<file path="src/rtl/core/erqm_pkg.sv">
`default_nettype none
// ----------------------------------------------------------------------------
// erqm_pkg
// Shared widths, codes, types and helpers of the round-robin queue merge.
// ----------------------------------------------------------------------------
package erqm_pkg;

   // Sizes of the queue set
   localparam int NODES        = 8;
   localparam int DEPTH        = 64;
   localparam int PAYLOAD_BITS = 32;

   // Derived widths
   localparam int QW   = $clog2(NODES);      // queue index
   localparam int PW   = $clog2(DEPTH);      // ring pointer
   localparam int AW   = QW + PW;            // entry memory address
   localparam int EW   = PAYLOAD_BITS + 1;   // marker bit above payload
   localparam int NCW  = 4;                  // node_count register
   localparam int LNW  = 3;                  // local_node register
   localparam int LENW = 7;                  // queue_entries register
   localparam int STW  = 3;                  // status code
   localparam int EPW  = 32;                 // epoch counter

   // Configuration port
   localparam int CSR_AW = 4;
   localparam int CSR_DW = 32;

   // Register indexes
   typedef enum logic [1:0] {
      REG_NODE_COUNT    = 2'd0,
      REG_LOCAL_NODE    = 2'd1,
      REG_QUEUE_ENTRIES = 2'd2
   } reg_index_type;

   // Operation codes
   localparam logic OP_ENQUEUE = 1'b0;
   localparam logic OP_DEQUEUE = 1'b1;

   // Result status codes
   localparam logic [STW-1:0] ST_ENQUEUED = 3'd0;
   localparam logic [STW-1:0] ST_FULL     = 3'd1;
   localparam logic [STW-1:0] ST_MESSAGE  = 3'd2;
   localparam logic [STW-1:0] ST_MARKER   = 3'd3;
   localparam logic [STW-1:0] ST_EMPTY    = 3'd4;
   localparam logic [STW-1:0] ST_BAD_QUEUE = 3'd5;

   // Configuration seen by the controller
   typedef struct packed {
      logic [NCW-1:0]  node_count;
      logic [LNW-1:0]  local_node;
      logic [LENW-1:0] queue_entries;
   } cfg_type;

   // Request to the entry memory
   typedef struct packed {
      logic          we;
      logic          re;
      logic [AW-1:0] addr;
      logic [EW-1:0] wdata;
   } mem_req_type;

   // One result item
   typedef struct packed {
      logic [STW-1:0]          status;
      logic [PAYLOAD_BITS-1:0] payload_out;
      logic [QW-1:0]           source_queue;
      logic                    from_remote;
      logic                    epoch_advanced;
      logic [EPW-1:0]          epoch;
   } rsp_type;

   // Ring pointer increment, wrapping at the ring length
   function automatic logic [PW-1:0] next_idx(input logic [PW-1:0] idx,
                                              input logic [LENW-1:0] len);
      logic [LENW-1:0] n;
      n = LENW'(idx) + LENW'(1);
      return (n >= len) ? '0 : n[PW-1:0];
   endfunction

endpackage
`default_nettype wire

</file>
<file path="src/rtl/core/erqm_csr.sv">
`default_nettype none
// ----------------------------------------------------------------------------
// erqm_csr
// APB register file: node count, local node and ring length.
// ----------------------------------------------------------------------------
module erqm_csr (
   input  wire logic                         clock,
   input  wire logic                         reset,
   input  wire logic                         psel,
   input  wire logic                         penable,
   input  wire logic                         pwrite,
   input  wire logic [erqm_pkg::CSR_AW-1:0]  paddr,
   input  wire logic [erqm_pkg::CSR_DW-1:0]  pwdata,
   output      logic [erqm_pkg::CSR_DW-1:0]  prdata,
   output      logic                         pready,
   output      erqm_pkg::cfg_type            cfg
);

   erqm_pkg::cfg_type       cfg_ff, cfg_in;
   erqm_pkg::reg_index_type reg_idx;
   logic                    wr_en;

   assign pready  = 1'b1;
   assign reg_idx = erqm_pkg::reg_index_type'(paddr[3:2]);
   assign wr_en   = psel && penable && pwrite;

   // Register writes
   always_comb begin
      cfg_in = cfg_ff;
      if (wr_en) begin
         unique case (reg_idx)
            erqm_pkg::REG_NODE_COUNT:
               cfg_in.node_count = pwdata[erqm_pkg::NCW-1:0];
            erqm_pkg::REG_LOCAL_NODE:
               cfg_in.local_node = pwdata[erqm_pkg::LNW-1:0];
            erqm_pkg::REG_QUEUE_ENTRIES:
               cfg_in.queue_entries = pwdata[erqm_pkg::LENW-1:0];
            default: ;
         endcase
      end
   end

   always_ff @(posedge clock) begin
      if (reset) begin
         cfg_ff.node_count    <= erqm_pkg::NCW'(1);
         cfg_ff.local_node    <= '0;
         cfg_ff.queue_entries <= erqm_pkg::LENW'(erqm_pkg::DEPTH);
      end else begin
         cfg_ff <= cfg_in;
      end
   end

   // Read back
   always_comb begin
      unique case (reg_idx)
         erqm_pkg::REG_NODE_COUNT:
            prdata = erqm_pkg::CSR_DW'(cfg_ff.node_count);
         erqm_pkg::REG_LOCAL_NODE:
            prdata = erqm_pkg::CSR_DW'(cfg_ff.local_node);
         erqm_pkg::REG_QUEUE_ENTRIES:
            prdata = erqm_pkg::CSR_DW'(cfg_ff.queue_entries);
         default:
            prdata = '0;
      endcase
   end

   assign cfg = cfg_ff;

endmodule
`default_nettype wire

</file>
<file path="config.mk">
export PLATFORM = sky130hd
export DESIGN_NAME = erqm_csr
export DESIGN_NICKNAME = d
export VERILOG_FILES = /design/src/rtl/core/erqm_pkg.sv /design/src/rtl/core/erqm_csr.sv
export SDC_FILE = /design/constraint.sdc
export NUM_CORES = 1
export LEC_CHECK = 0
export ABC_AREA = 1
export BUFFER_PORTS_ARGS = -buffer_cell sky130_fd_sc_hd__buf_2
export CAP_MARGIN = 20
export CORE_MARGIN = 5
export CORE_UTILIZATION = 32
export DETAILED_ROUTE_END_ITERATION = 6
export PLACE_DENSITY_LB_ADDON = 0.1
export SLEW_MARGIN = 20
export SYNTH_ARGS = -nofsm -noshare
export SYNTH_HDL_FRONTEND = slang
export SYNTH_SLANG_ARGS = --single-unit
</file>
<file path="constraint.sdc">
create_clock -name clock -period 0.9 [get_ports clock]
set_clock_uncertainty 0.2 [all_clocks]
set_input_delay 0.09 -clock clock [delete_from_list [all_inputs] [get_ports clock]]
set_output_delay 0.09 -clock clock [all_outputs]
set_load 0.05 [all_outputs]
</file>
==> impl_metrics.csv <==
group,metric,value,unit
critical_path,crit_type,"reg2out",
logic_synthesis,synth_area_leaders,"dfxtp_1 (31%), buf_4 (22%), nor2_1 (12%)",
power_and_ir_drop,leakage,0.000850,uW
final_layout,drive_above_1_share,54.1,%
timing,fin_crit_sh,144,%
grt,grt_usage,11.7,%
routing,drt-total-wl,2550,microns
run_status,violations,"negative hold slack, negative setup slack",
timing,period_minus_slack,1.30,ns
critical_path,crit_slowest_cell,"dfxtp_4",
job,maxCapViolations,0,
placement,dp_slack,-0.356,ns
timing,finalSetupTns,-5.79,ns
critical_path,cp.arrival,1.01,ns
grt,busiest_layer,"met2",
logic_synthesis,synth_top_area_share,30.6,%
routing,wire_per_inst,11.3,microns
final_layout,final_common_cell,"conb_1",
clocking,numCtsBuffers,3,
critical_path,critPathLaunchType,"register",
critical_path,crit_cells,2,
routing,drt_pass1_iterations,4,
final_layout,final-instance-count-excl-fill,225,
clocking,insertion_delay,0.27,ns
timing,clock.fmax,770,MHz
grt,grt.overflow.total,0,
grt,grtUsageMet2,20.8,%
floorplanning,fp.coreArea,2760,sq um
critical_path,crit_family,"flip-flops",
routing,drc,0,
placement,place_congestion,0.734,
floorplanning,rows,19,
logic_synthesis,synthCells,139,
floorplanning,die_w,63.5,microns
power_and_ir_drop,vdd_drop_max,631,uV
routing,vias,949,
grt,antenna_found_initial,0,
routing,detail-route-antenna-nets,0,
logic_synthesis,syn-cell-area,915,sq um
timing,hold_violations,14,
grt,grt_pass1_wl,3900,microns
clocking,cts_sinks,14,
grt,grt_max_degree,15,
timing,holdWs,-0.165,ns
grt,grt_pass1_vias,872,
final_layout,final_cell_mix,"conb_1 (26), nor2_1 (21), nand2_1 (17), buf_8 (17), buf_6 (15)",
clocking,cts_hold_buf,1,
placement,dp.cells,216,
timing,layout_setup_ws,-0.399,ns
placement,hpwl,1910,microns
logic_synthesis,ys_warn_count,0,
critical_path,cp.buffers_inverters,1,
timing,rsz0062_at_grt,"yes",
logic_synthesis,ys_seq_elements,14,
logic_synthesis,seq_area_frac_synth,30.6,%
clocking,htreeDepth,1,
critical_path,worstPathRequired,0.61,ns
critical_path,critical-path-max-stage-delay,0.35,ns
clocking,clk_pin_slew_worst_paths,0.10,ns
critical_path,cp-end-kind,"output port",
clocking,clockBufferDepth,2,
power_and_ir_drop,power_density,983,nW/um^2
floorplanning,die_h,63.5,microns
floorplanning,ios,88,
routing,routed_via_density,4.22,
floorplanning,initial_core_util,33.2,%
run_status,status,"finished with violations",
critical_path,worstPathCellList,"a22o_4 > buf_6",
clocking,root_buffer,"clkbuf_4",
min_path,hold_depth,3,
placement,port_buffers,34,
logic_synthesis,avgSynthCellArea,6.58,sq um
grt,grt_use_met3,1.60,%
grt,grt.met1_usage,14.2,%
clocking,tritoncts,"built",
final_layout,syn_to_final_growth,83.7,%
critical_path,reg2reg_depth,4,
routing,drt_iter0_drc,21,
timing,finalMaxSlewViolations,0,
final_layout,diodes,0,
final_layout,largest_reg_flops,14,
final_layout,final_nets,237,
critical_path,cp_max_fo,2,
logic_synthesis,yosys.area.top_type,"dfxtp_1",
floorplanning,die-area,4030,sq um
logic_synthesis,yosysUniqueCellTypes,15,
timing,setup_viol,23,
placement,post_dp_cell_area,1310,sq um
min_path,hold_path.class,"in2reg",
final_layout,final_area,1680,sq um
## cells in the mapped netlist
cell type	count
nand2_1	26
inv_1	12
a22o_1	1
nor2_1	30
conb_1	2
nand3_2	1
nand3_1	17
o21ai_0	2
nor2_4	3
inv_2	1
dfxtp_1	14
buf_2	1
nor2_2	1
nand2_2	1
buf_4	27
## report_power, final
part	total [uW]	internal, uW	switching [uW]
clock	371	155	217
sequential	617	601	16.0
combinational	664	192	472
total	1650	947	704
## tightest hold or removal path, delay by kind of cell
family / cells / cell delay [ns]
buffers and inverters: 1 / 0.09
AND/OR/NAND/NOR: 2 / 0.10
## final timing paths
| path | start | end | slack (ns) |
|---|---|---|---|
| setup / recovery | cfg[13] | prdata[3] | -0.40 |
| hold reg to reg | cfg[5] | cfg[5] | 0.32 |
| setup reg to reg | cfg[4] | cfg[4] | -0.10 |
| hold / removal | pwdata[0] | cfg[10] | -0.16 |
## final cells by class
class,count,area [sq um]
fill,243,1080
multi-input combinational,108,628
timing repair buffer,56,607
sequential,14,333
inverter,13,51.3
tap,31,38.8
clock buffer,3,22.5
## per-stage QoR
stage | power (uW) | util [%]
floorplan | 1150 | -
global placement | 1190 | 47.4
detailed placement | 1190 | 47.4
CTS | 1620 | 56.4
global route | 1730 | 60.9
finish | 1650 | 60.9
## cell families (layout without fill, tap and decap cells)
group                  count (synthesis)  count (layout)  share of synthesized area (%)
AND/OR/NAND/NOR                       79              79                           38.4
buffers and inverters                 41              72                           28.0
flip-flops                            14              14                           30.6
AO/OA/AOI/OAI                          3               3                           2.05
other                                  2              26                          0.821
## per-layer routing
metal / wire length [microns] / vias up
met5: 0 / -
met4: 46 / 0
met3: 196 / 4
met2: 1240 / 40
met1: 1060 / 412
li1: - / 493
## what timing repair did
action,CTS,global route
resized for setup,64,25
pin swaps,7,13
endpoints found under the hold margin,14,8
endpoints found under the setup margin,30,31
buffers inserted,0,6
gates cloned,0,0
Note: power is estimated with default switching activity, not from simulation.
