$ cat src/rtl/core/erqm_pkg.sv
`default_nettype none
// ----------------------------------------------------------------------------
// erqm_pkg
// Shared widths, codes, types and helpers of the round-robin queue merge.
// ----------------------------------------------------------------------------
package erqm_pkg;

   // Sizes of the queue set
   localparam int NODES        = 8;
   localparam int DEPTH        = 64;
   localparam int PAYLOAD_BITS = 32;

   // Derived widths
   localparam int QW   = $clog2(NODES);      // queue index
   localparam int PW   = $clog2(DEPTH);      // ring pointer
   localparam int AW   = QW + PW;            // entry memory address
   localparam int EW   = PAYLOAD_BITS + 1;   // marker bit above payload
   localparam int NCW  = 4;                  // node_count register
   localparam int LNW  = 3;                  // local_node register
   localparam int LENW = 7;                  // queue_entries register
   localparam int STW  = 3;                  // status code
   localparam int EPW  = 32;                 // epoch counter

   // Configuration port
   localparam int CSR_AW = 4;
   localparam int CSR_DW = 32;

   // Register indexes
   typedef enum logic [1:0] {
      REG_NODE_COUNT    = 2'd0,
      REG_LOCAL_NODE    = 2'd1,
      REG_QUEUE_ENTRIES = 2'd2
   } reg_index_type;

   // Operation codes
   localparam logic OP_ENQUEUE = 1'b0;
   localparam logic OP_DEQUEUE = 1'b1;

   // Result status codes
   localparam logic [STW-1:0] ST_ENQUEUED = 3'd0;
   localparam logic [STW-1:0] ST_FULL     = 3'd1;
   localparam logic [STW-1:0] ST_MESSAGE  = 3'd2;
   localparam logic [STW-1:0] ST_MARKER   = 3'd3;
   localparam logic [STW-1:0] ST_EMPTY    = 3'd4;
   localparam logic [STW-1:0] ST_BAD_QUEUE = 3'd5;

   // Configuration seen by the controller
   typedef struct packed {
      logic [NCW-1:0]  node_count;
      logic [LNW-1:0]  local_node;
      logic [LENW-1:0] queue_entries;
   } cfg_type;

   // Request to the entry memory
   typedef struct packed {
      logic          we;
      logic          re;
      logic [AW-1:0] addr;
      logic [EW-1:0] wdata;
   } mem_req_type;

   // One result item
   typedef struct packed {
      logic [STW-1:0]          status;
      logic [PAYLOAD_BITS-1:0] payload_out;
      logic [QW-1:0]           source_queue;
      logic                    from_remote;
      logic                    epoch_advanced;
      logic [EPW-1:0]          epoch;
   } rsp_type;

   // Ring pointer increment, wrapping at the ring length
   function automatic logic [PW-1:0] next_idx(input logic [PW-1:0] idx,
                                              input logic [LENW-1:0] len);
      logic [LENW-1:0] n;
      n = LENW'(idx) + LENW'(1);
      return (n >= len) ? '0 : n[PW-1:0];
   endfunction

endpackage
`default_nettype wire

$ cat src/rtl/core/erqm_if.sv
`default_nettype none
// ----------------------------------------------------------------------------
// erqm_if
// Valid/ready channels for request and response items.
// ----------------------------------------------------------------------------
interface erqm_req_if;
   logic                              valid;
   logic                              ready;
   logic                              operation;
   logic [erqm_pkg::QW-1:0]           queue_id;
   logic                              is_end_marker;
   logic [erqm_pkg::PAYLOAD_BITS-1:0] payload;

   modport source (output valid, operation, queue_id, is_end_marker, payload,
                   input ready);
   modport sink   (input valid, operation, queue_id, is_end_marker, payload,
                   output ready);
endinterface

interface erqm_rsp_if;
   logic                              valid;
   logic                              ready;
   logic [erqm_pkg::STW-1:0]          status;
   logic [erqm_pkg::PAYLOAD_BITS-1:0] payload_out;
   logic [erqm_pkg::QW-1:0]           source_queue;
   logic                              from_remote;
   logic                              epoch_advanced;
   logic [erqm_pkg::EPW-1:0]          epoch;

   modport source (output valid, status, payload_out, source_queue, from_remote,
                          epoch_advanced, epoch,
                   input ready);
   modport sink   (input valid, status, payload_out, source_queue, from_remote,
                         epoch_advanced, epoch,
                   output ready);
endinterface
`default_nettype wire

$ cat src/rtl/core/erqm_ctrl.sv
`default_nettype none
// ----------------------------------------------------------------------------
// erqm_ctrl
// Ring pointers, current queue, epoch counter and the item sequencer.
// ----------------------------------------------------------------------------
module erqm_ctrl (
   input  wire logic                     clock,
   input  wire logic                     reset,
   input  wire erqm_pkg::cfg_type        cfg,
   erqm_req_if.sink                      req,
   erqm_rsp_if.source                    rsp,
   output      erqm_pkg::mem_req_type    mem_req,
   input  wire logic [erqm_pkg::EW-1:0]  rd_data
);

   typedef enum logic [1:0] {
      S_IDLE = 2'b01,
      S_READ = 2'b10
   } state_type;

   localparam int QW   = erqm_pkg::QW;
   localparam int PW   = erqm_pkg::PW;
   localparam int NCW  = erqm_pkg::NCW;
   localparam int LENW = erqm_pkg::LENW;

   state_type          state_ff, state_in;
   logic [PW-1:0]      head_ff [erqm_pkg::NODES];
   logic [PW-1:0]      tail_ff [erqm_pkg::NODES];
   logic [QW-1:0]      cur_ff, cur_in;
   logic [erqm_pkg::EPW-1:0] epoch_ff, epoch_in;
   logic [QW-1:0]      rd_q_ff, rd_q_in;
   logic               rsp_valid_ff, rsp_valid_in;
   erqm_pkg::rsp_type  rsp_ff, rsp_in;

   logic [NCW-1:0]     nodes_eff;
   logic [LENW-1:0]    len_eff;
   logic [QW-1:0]      cur_eff;
   logic [QW-1:0]      q_sel;
   logic [PW-1:0]      head_q, tail_q, head_nxt, tail_nxt;
   logic               out_free, accept;
   logic               tail_we, head_we;

   // Clamped configuration
   always_comb begin
      if (cfg.node_count == '0) begin
         nodes_eff = NCW'(1);
      end else if (cfg.node_count > NCW'(erqm_pkg::NODES)) begin
         nodes_eff = NCW'(erqm_pkg::NODES);
      end else begin
         nodes_eff = cfg.node_count;
      end
      if (cfg.queue_entries < LENW'(2)) begin
         len_eff = LENW'(2);
      end else if (cfg.queue_entries > LENW'(erqm_pkg::DEPTH)) begin
         len_eff = LENW'(erqm_pkg::DEPTH);
      end else begin
         len_eff = cfg.queue_entries;
      end
   end

   // Queue under access and its pointers
   assign cur_eff  = (NCW'(cur_ff) >= nodes_eff) ? '0 : cur_ff;
   assign q_sel    = (req.operation == erqm_pkg::OP_DEQUEUE) ? cur_eff : req.queue_id;
   assign head_q   = head_ff[q_sel];
   assign tail_q   = tail_ff[q_sel];
   assign head_nxt = erqm_pkg::next_idx(head_q, len_eff);
   assign tail_nxt = erqm_pkg::next_idx(tail_q, len_eff);

   assign out_free  = !rsp_valid_ff || rsp.ready;
   assign req.ready = (state_ff == S_IDLE) && out_free;
   assign accept    = req.valid && req.ready;

   // Sequencer
   always_comb begin
      state_in     = state_ff;
      cur_in       = cur_ff;
      epoch_in     = epoch_ff;
      rd_q_in      = rd_q_ff;
      rsp_valid_in = rsp_valid_ff && !rsp.ready;
      rsp_in       = rsp_ff;
      tail_we      = 1'b0;
      head_we      = 1'b0;
      mem_req      = '0;

      unique case (state_ff)
         S_IDLE: begin
            if (accept) begin
               rsp_in                = '0;
               rsp_in.epoch          = epoch_ff;
               if (req.operation == erqm_pkg::OP_ENQUEUE) begin
                  rsp_valid_in = 1'b1;
                  if (NCW'(req.queue_id) >= nodes_eff) begin
                     rsp_in.status = erqm_pkg::ST_BAD_QUEUE;
                  end else if (tail_nxt == head_q) begin
                     rsp_in.status = erqm_pkg::ST_FULL;
                  end else begin
                     rsp_in.status = erqm_pkg::ST_ENQUEUED;
                     tail_we       = 1'b1;
                     mem_req.we    = 1'b1;
                     mem_req.addr  = {req.queue_id, tail_q};
                     mem_req.wdata = {req.is_end_marker, req.payload};
                  end
               end else begin
                  cur_in = cur_eff;
                  if (head_q == tail_q) begin
                     rsp_valid_in        = 1'b1;
                     rsp_in.status       = erqm_pkg::ST_EMPTY;
                     rsp_in.source_queue = cur_eff;
                  end else begin
                     // pop: read the head entry, finish in S_READ when out_free
                     head_we      = 1'b1;
                     mem_req.re   = 1'b1;
                     mem_req.addr = {cur_eff, head_q};
                     rd_q_in      = cur_eff;
                     state_in     = S_READ;
                  end
               end
            end
         end
         S_READ: begin
            if (out_free) begin
               rsp_valid_in        = 1'b1;
               rsp_in              = '0;
               rsp_in.source_queue = rd_q_ff;
               if (rd_data[erqm_pkg::PAYLOAD_BITS]) begin
                  // end marker: move to the next queue, close epoch on wrap
                  rsp_in.status = erqm_pkg::ST_MARKER;
                  if (NCW'(rd_q_ff) + NCW'(1) >= nodes_eff) begin
                     cur_in                = '0;
                     epoch_in              = epoch_ff + erqm_pkg::EPW'(1);
                     rsp_in.epoch_advanced = 1'b1;
                     rsp_in.epoch          = epoch_ff + erqm_pkg::EPW'(1);
                  end else begin
                     cur_in       = rd_q_ff + QW'(1);
                     rsp_in.epoch = epoch_ff;
                  end
               end else begin
                  rsp_in.status      = erqm_pkg::ST_MESSAGE;
                  rsp_in.payload_out = rd_data[erqm_pkg::PAYLOAD_BITS-1:0];
                  rsp_in.from_remote = (rd_q_ff != cfg.local_node);
                  rsp_in.epoch       = epoch_ff;
               end
               state_in = S_IDLE;
            end
         end
         default: state_in = S_IDLE;
      endcase
   end

   // Control registers
   always_ff @(posedge clock) begin
      if (reset) begin
         state_ff     <= S_IDLE;
         cur_ff       <= '0;
         epoch_ff     <= '0;
         rsp_valid_ff <= 1'b0;
         for (int i = 0; i < erqm_pkg::NODES; i++) begin
            head_ff[i] <= '0;
            tail_ff[i] <= '0;
         end
      end else begin
         state_ff     <= state_in;
         cur_ff       <= cur_in;
         epoch_ff     <= epoch_in;
         rsp_valid_ff <= rsp_valid_in;
         if (tail_we) begin
            tail_ff[q_sel] <= tail_nxt;
         end
         if (head_we) begin
            head_ff[q_sel] <= head_nxt;
         end
      end
   end

   // Payload registers
   always_ff @(posedge clock) begin
      rd_q_ff <= rd_q_in;
      rsp_ff  <= rsp_in;
   end

   // Response channel
   assign rsp.valid          = rsp_valid_ff;
   assign rsp.status         = rsp_ff.status;
   assign rsp.payload_out    = rsp_ff.payload_out;
   assign rsp.source_queue   = rsp_ff.source_queue;
   assign rsp.from_remote    = rsp_ff.from_remote;
   assign rsp.epoch_advanced = rsp_ff.epoch_advanced;
   assign rsp.epoch          = rsp_ff.epoch;

endmodule
`default_nettype wire

$ cat src/flat_wrapper.sv
// flat-port wrapper written by rule: the top's interface ports become plain ports
module erqm_ctrl_flat 
  (clock, reset, cfg, mem_req, rd_data, req_valid, req_operation, req_queue_id, req_is_end_marker, req_payload, req_ready, rsp_valid, rsp_status, rsp_payload_out, rsp_source_queue, rsp_from_remote, rsp_epoch_advanced, rsp_epoch, rsp_ready);
  erqm_req_if req_i ();
  erqm_rsp_if rsp_i ();
  input  wire logic clock;
  input  wire logic reset;
  input  wire erqm_pkg::cfg_type cfg;
  output      erqm_pkg::mem_req_type mem_req;
  input  wire logic [erqm_pkg::EW-1:0] rd_data;
  input wire logic [$bits(req_i.valid)-1:0] req_valid;
  input wire logic [$bits(req_i.operation)-1:0] req_operation;
  input wire logic [$bits(req_i.queue_id)-1:0] req_queue_id;
  input wire logic [$bits(req_i.is_end_marker)-1:0] req_is_end_marker;
  input wire logic [$bits(req_i.payload)-1:0] req_payload;
  output wire logic [$bits(req_i.ready)-1:0] req_ready;
  output wire logic [$bits(rsp_i.valid)-1:0] rsp_valid;
  output wire logic [$bits(rsp_i.status)-1:0] rsp_status;
  output wire logic [$bits(rsp_i.payload_out)-1:0] rsp_payload_out;
  output wire logic [$bits(rsp_i.source_queue)-1:0] rsp_source_queue;
  output wire logic [$bits(rsp_i.from_remote)-1:0] rsp_from_remote;
  output wire logic [$bits(rsp_i.epoch_advanced)-1:0] rsp_epoch_advanced;
  output wire logic [$bits(rsp_i.epoch)-1:0] rsp_epoch;
  input wire logic [$bits(rsp_i.ready)-1:0] rsp_ready;
  assign req_i.valid = req_valid;
  assign req_i.operation = req_operation;
  assign req_i.queue_id = req_queue_id;
  assign req_i.is_end_marker = req_is_end_marker;
  assign req_i.payload = req_payload;
  assign req_ready = req_i.ready;
  assign rsp_valid = rsp_i.valid;
  assign rsp_status = rsp_i.status;
  assign rsp_payload_out = rsp_i.payload_out;
  assign rsp_source_queue = rsp_i.source_queue;
  assign rsp_from_remote = rsp_i.from_remote;
  assign rsp_epoch_advanced = rsp_i.epoch_advanced;
  assign rsp_epoch = rsp_i.epoch;
  assign rsp_i.ready = rsp_ready;
  erqm_ctrl u_core (.clock(clock), .reset(reset), .cfg(cfg), .req(req_i), .rsp(rsp_i), .mem_req(mem_req), .rd_data(rd_data));
endmodule
$ cat config.mk
export PLATFORM = sky130hd
export DESIGN_NAME = erqm_ctrl_flat
export DESIGN_NICKNAME = d
export VERILOG_FILES = /design/src/rtl/core/erqm_pkg.sv /design/src/rtl/core/erqm_if.sv /design/src/rtl/core/erqm_ctrl.sv /design/src/flat_wrapper.sv
export SDC_FILE = /design/constraint.sdc
export NUM_CORES = 1
export LEC_CHECK = 0
export ABC_AREA = 1
export BUFFER_PORTS_ARGS = -buffer_cell sky130_fd_sc_hd__buf_4
export CORE_ASPECT_RATIO = 0.9
export CORE_MARGIN = 3
export CORE_UTILIZATION = 35
export CTS_CLUSTER_DIAMETER = 150
export DETAILED_ROUTE_END_ITERATION = 10
export SYNTH_ARGS = -nofsm -noshare
export SYNTH_HDL_FRONTEND = slang
export SYNTH_SLANG_ARGS = --single-unit
$ cat constraint.sdc
create_clock -name clock -period 29.7 [get_ports clock]
set_input_delay 8.91 -clock clock [delete_from_list [all_inputs] [get_ports clock]]
set_output_delay 8.91 -clock clock [all_outputs]
set_load 0.005 [all_outputs]
==> impl_metrics.json <==
{
  "leakage_nw": 6.81,
  "max-slew-margin-rel": 0.304,
  "syn-instance-count": 1378,
  "peakVddDrop_uv": 43.7,
  "grt-ovfl-total": 0,
  "fillers": 3172,
  "reg2reg_from": "u_core.cur_ff[0]$_SDFFE_PP0P_",
  "hold_viol": 0,
  "synthTopCellsByArea": "edfxtp_1 45%, nand2_1 11%, nor2_1 7.6%",
  "yosysWarnings": 0,
  "worst_pin_slew_ns": 1.04,
  "grt_pass1_vias": 9488,
  "crit_arrival_ns": 14.86,
  "synth_largest_area_cell": "edfxtp_1",
  "die_w_um": 197,
  "powerDensity_mw_per_mm2": 60.0,
  "clk_pin_slew_worst_paths_ns": 0.06,
  "crit_required_ns": 20.79,
  "ant_nets": 0,
  "end_kind": "output pin",
  "dp_hpwl_um": 22500,
  "synth_top_area_share": 0.448,
  "clkLatencyLatePin_ns": 0.51,
  "h-tree-depth": 1,
  "pin_count": 206,
  "slew_violations": 0,
  "dp_slack_ns": 6.04,
  "cpMostUsedCell": "nand2_1",
  "cts_made_buffers": 24,
  "p_sw_w": 0.000261,
  "ys_seq_area_frac": 0.514,
  "placementRows": 62,
  "pwr-share-clk": 0.334,
  "syn-num-nets": 1496,
  "final_nets": 1687,
  "timing.final.ws_setup_ns": 5.93,
  "crit_fanout": 40,
  "finalSetupTns_ns": 0,
  "synth-async-reset-ratio": 0,
  "grt_pass1_wl_um": 49300,
  "clk_path_buf_depth": 3,
  "drt-pass1-iter-count": 5,
  "post_drt_wl_per_cell_um": 15.4,
  "cts_tree": "yes",
  "area_delta_synth_final_pct": 22.9,
  "routed-via-count": 9613,
  "drv_cap": 0,
  "hold_class": "register to register",
  "synthesis.area_sq_mm": 0.0115,
  "drt-initial-drc-count": 769,
  "cts_setup_buffers": 0,
  "rsz0062_at_grt": "no",
  "dieArea_sq_mm": 0.0350,
  "n_antenna_cell": 0,
  "period_share": 0.800,
  "synth_edf_count": 171,
  "crit_slowest_cell": "nand2_1",
  "yosys_register_bits": 209,
  "hold_slack_ns": 0.497,
  "place_congestion": 0.874,
  "layout-drive-gt1-share": 0.183,
  "worstSetupPathType": "input port to output pin",
  "startpoint": "cfg[12]",
  "clock_sinks": 209,
  "cts_hold_buf": 0,
  "start_kind": "input port",
  "grt.total_usage": 0.174,
  "hp-start": "u_core.state_ff[1]$_SDFFE_PP0P_",
  "core_sq_mm": 0.0321,
  "period_needed_ns": 23.77,
  "synth.avg_cell_area_sq_um": 8.32,
  "cts_resized": 0,
  "max_stage_delay_ns": 0.66,
  "antenna_found_initial": 0,
  "p_seq_frac": 0.426,
  "p_int_w": 0.000584,
  "switching_share": 0.309,
  "cts_root_buf": "clkbuf_16",
  "status": "complete, no violations",
  "synth_ff_type": "edfxtp_1",
  "netlist_top_cells_count": "334 x nand2_1, 231 x nor2_1, 203 x inv_1",
  "grt_max_degree": 73,
  "yosysMostFrequentCell": "nand2_1",
  "viasPerCell": 4.80,
  "port-buffer-count": 205,
  "finalWirelength_um": 30800,
  "drc": 0,
  "max_freq_mhz": 42.1,
  "fp.dieH_um": 178,
  "pwr-share-comb": 0.240,
  "finalSetupViolations": 0,
  "ys_types": 44,
  "finClkSkew_ns": 0.00800,
  "start_util": 0.357
}
[area by class of cell]
cell class              instances  area [sq um]  share of cell area
clock inverters                12          67.6             0.00479
inverters                     209           785              0.0557
repair buffers                210          1580               0.112
well taps                     416           520              0.0369
multi-input cells             915          4560               0.323
flip-flops and latches        209          5900               0.418
clock buffers                  32           692              0.0491
[critical path, delay by kind of cell]
kind / cells / cell delay [ns]
compound gates: 3 / 0.43
fa+ha+maj: 3 / 0.77
buf+inv: 5 / 0.72
simple gates: 25 / 4.02
[sequential cells by signal, summed over array words and instances (netlist names)]
name / count
u_core.cur_ff: 3
u_core.epoch_ff: 32
u_core.head_ff: 48
u_core.rd_q_ff: 3
u_core.rsp.epoch: 32
u_core.rsp.epoch_advanced: 1
u_core.rsp.from_remote: 1
u_core.rsp.payload_out: 32
u_core.rsp.source_queue: 3
u_core.rsp.status: 3
u_core.rsp.valid: 1
u_core.state_ff: 2
u_core.tail_ff: 48
[power by group through the flow]
stage / clock (W) / sequential (W) / combinational [W]
after CTS: 0.000287 / 0.000361 / 0.000204
after global routing: 0.000300 / 0.000363 / 0.000225
after floorplan: 0 / 0.000368 / 0.000112
after detailed placement: 0 / 0.000366 / 0.000203
final: 0.000282 / 0.000360 / 0.000202
after global placement: 0 / 0.000366 / 0.000201
[per-stage QoR]
stage                      util  instance area (sq um)  std cells  total power (W)
after floorplan               -                  11500       1378         0.000480
after global placement    0.415                  13300       1959         0.000566
after detailed placement  0.415                  13300       1959         0.000569
after CTS                 0.439                  14100       2003         0.000852
after global routing      0.439                  14100       2003         0.000888
final                     0.439                  14100       2003         0.000845
[layout by cell type, fill, tap and decap left out, types with 3 or more instances in the layout]
master | Yosys | final
nand3_1 | 58 | 58
o211ai_1 | 4 | 4
nand2_1 | 334 | 334
o22ai_1 | 4 | 4
nor2_4 | 3 | 4
ha_1 | 30 | 29
inv_1 | 203 | 203
o21ai_0 | 66 | 66
o21ai_1 | 15 | 15
nor3_1 | 14 | 14
edfxtp_1 | 171 | 171
nand4_1 | 8 | 8
nand2_4 | 10 | 10
clkbuf_1 | 21 | 3
a21oi_1 | 49 | 49
buf_4 | 4 | 210
xnor2_1 | 6 | 6
nor2_1 | 231 | 230
o21a_1 | 3 | 3
clkbuf_16 | 0 | 25
nor4_1 | 4 | 4
nand4_2 | 8 | 8
xor2_1 | 34 | 34
nand3b_1 | 11 | 11
inv_2 | 4 | 4
clkbuf_8 | 0 | 4
nand3_2 | 3 | 3
nand2_2 | 3 | 3
clkinv_2 | 0 | 8
dfxtp_1 | 38 | 38
clkinv_1 | 2 | 3
[path summary, 6_finish.rpt]
check                                       end  slack, ns  cells after the start
max                                 mem_req[36]       5.93                     36
min             u_core.state_ff[1]$_SDFFE_PP0P_       0.50                      2
max reg2reg  u_core.tail_ff[5][0]$_SDFFCE_PN0P_      23.48                     32
min reg2reg     u_core.state_ff[1]$_SDFFE_PP0P_       0.50                      2
[cell families (layout without fill, tap and decap cells)]
logic type	Yosys count	in the layout	share of synthesized area
AOI/OAI and AO/OA	149	149	0.0688
and+or+nand+nor	696	696	0.265
adders and majority gates	30	30	0.0327
xor gates and xnor gates	40	40	0.0306
buffers and inverters	254	463	0.0891
DFF	209	209	0.514
[layer usage]
metal / wire [um] / vias to the layer above / global-route usage
met5: 0 / - / 0
met4: 574 / 0 / 0.0386
met1: 14000 / 4460 / 0.236
met3: 1840 / 39 / 0.0260
li1: - / 4821 / -
met2: 14400 / 293 / 0.295
No activity file was read; power rests on OpenSTA's default activity.
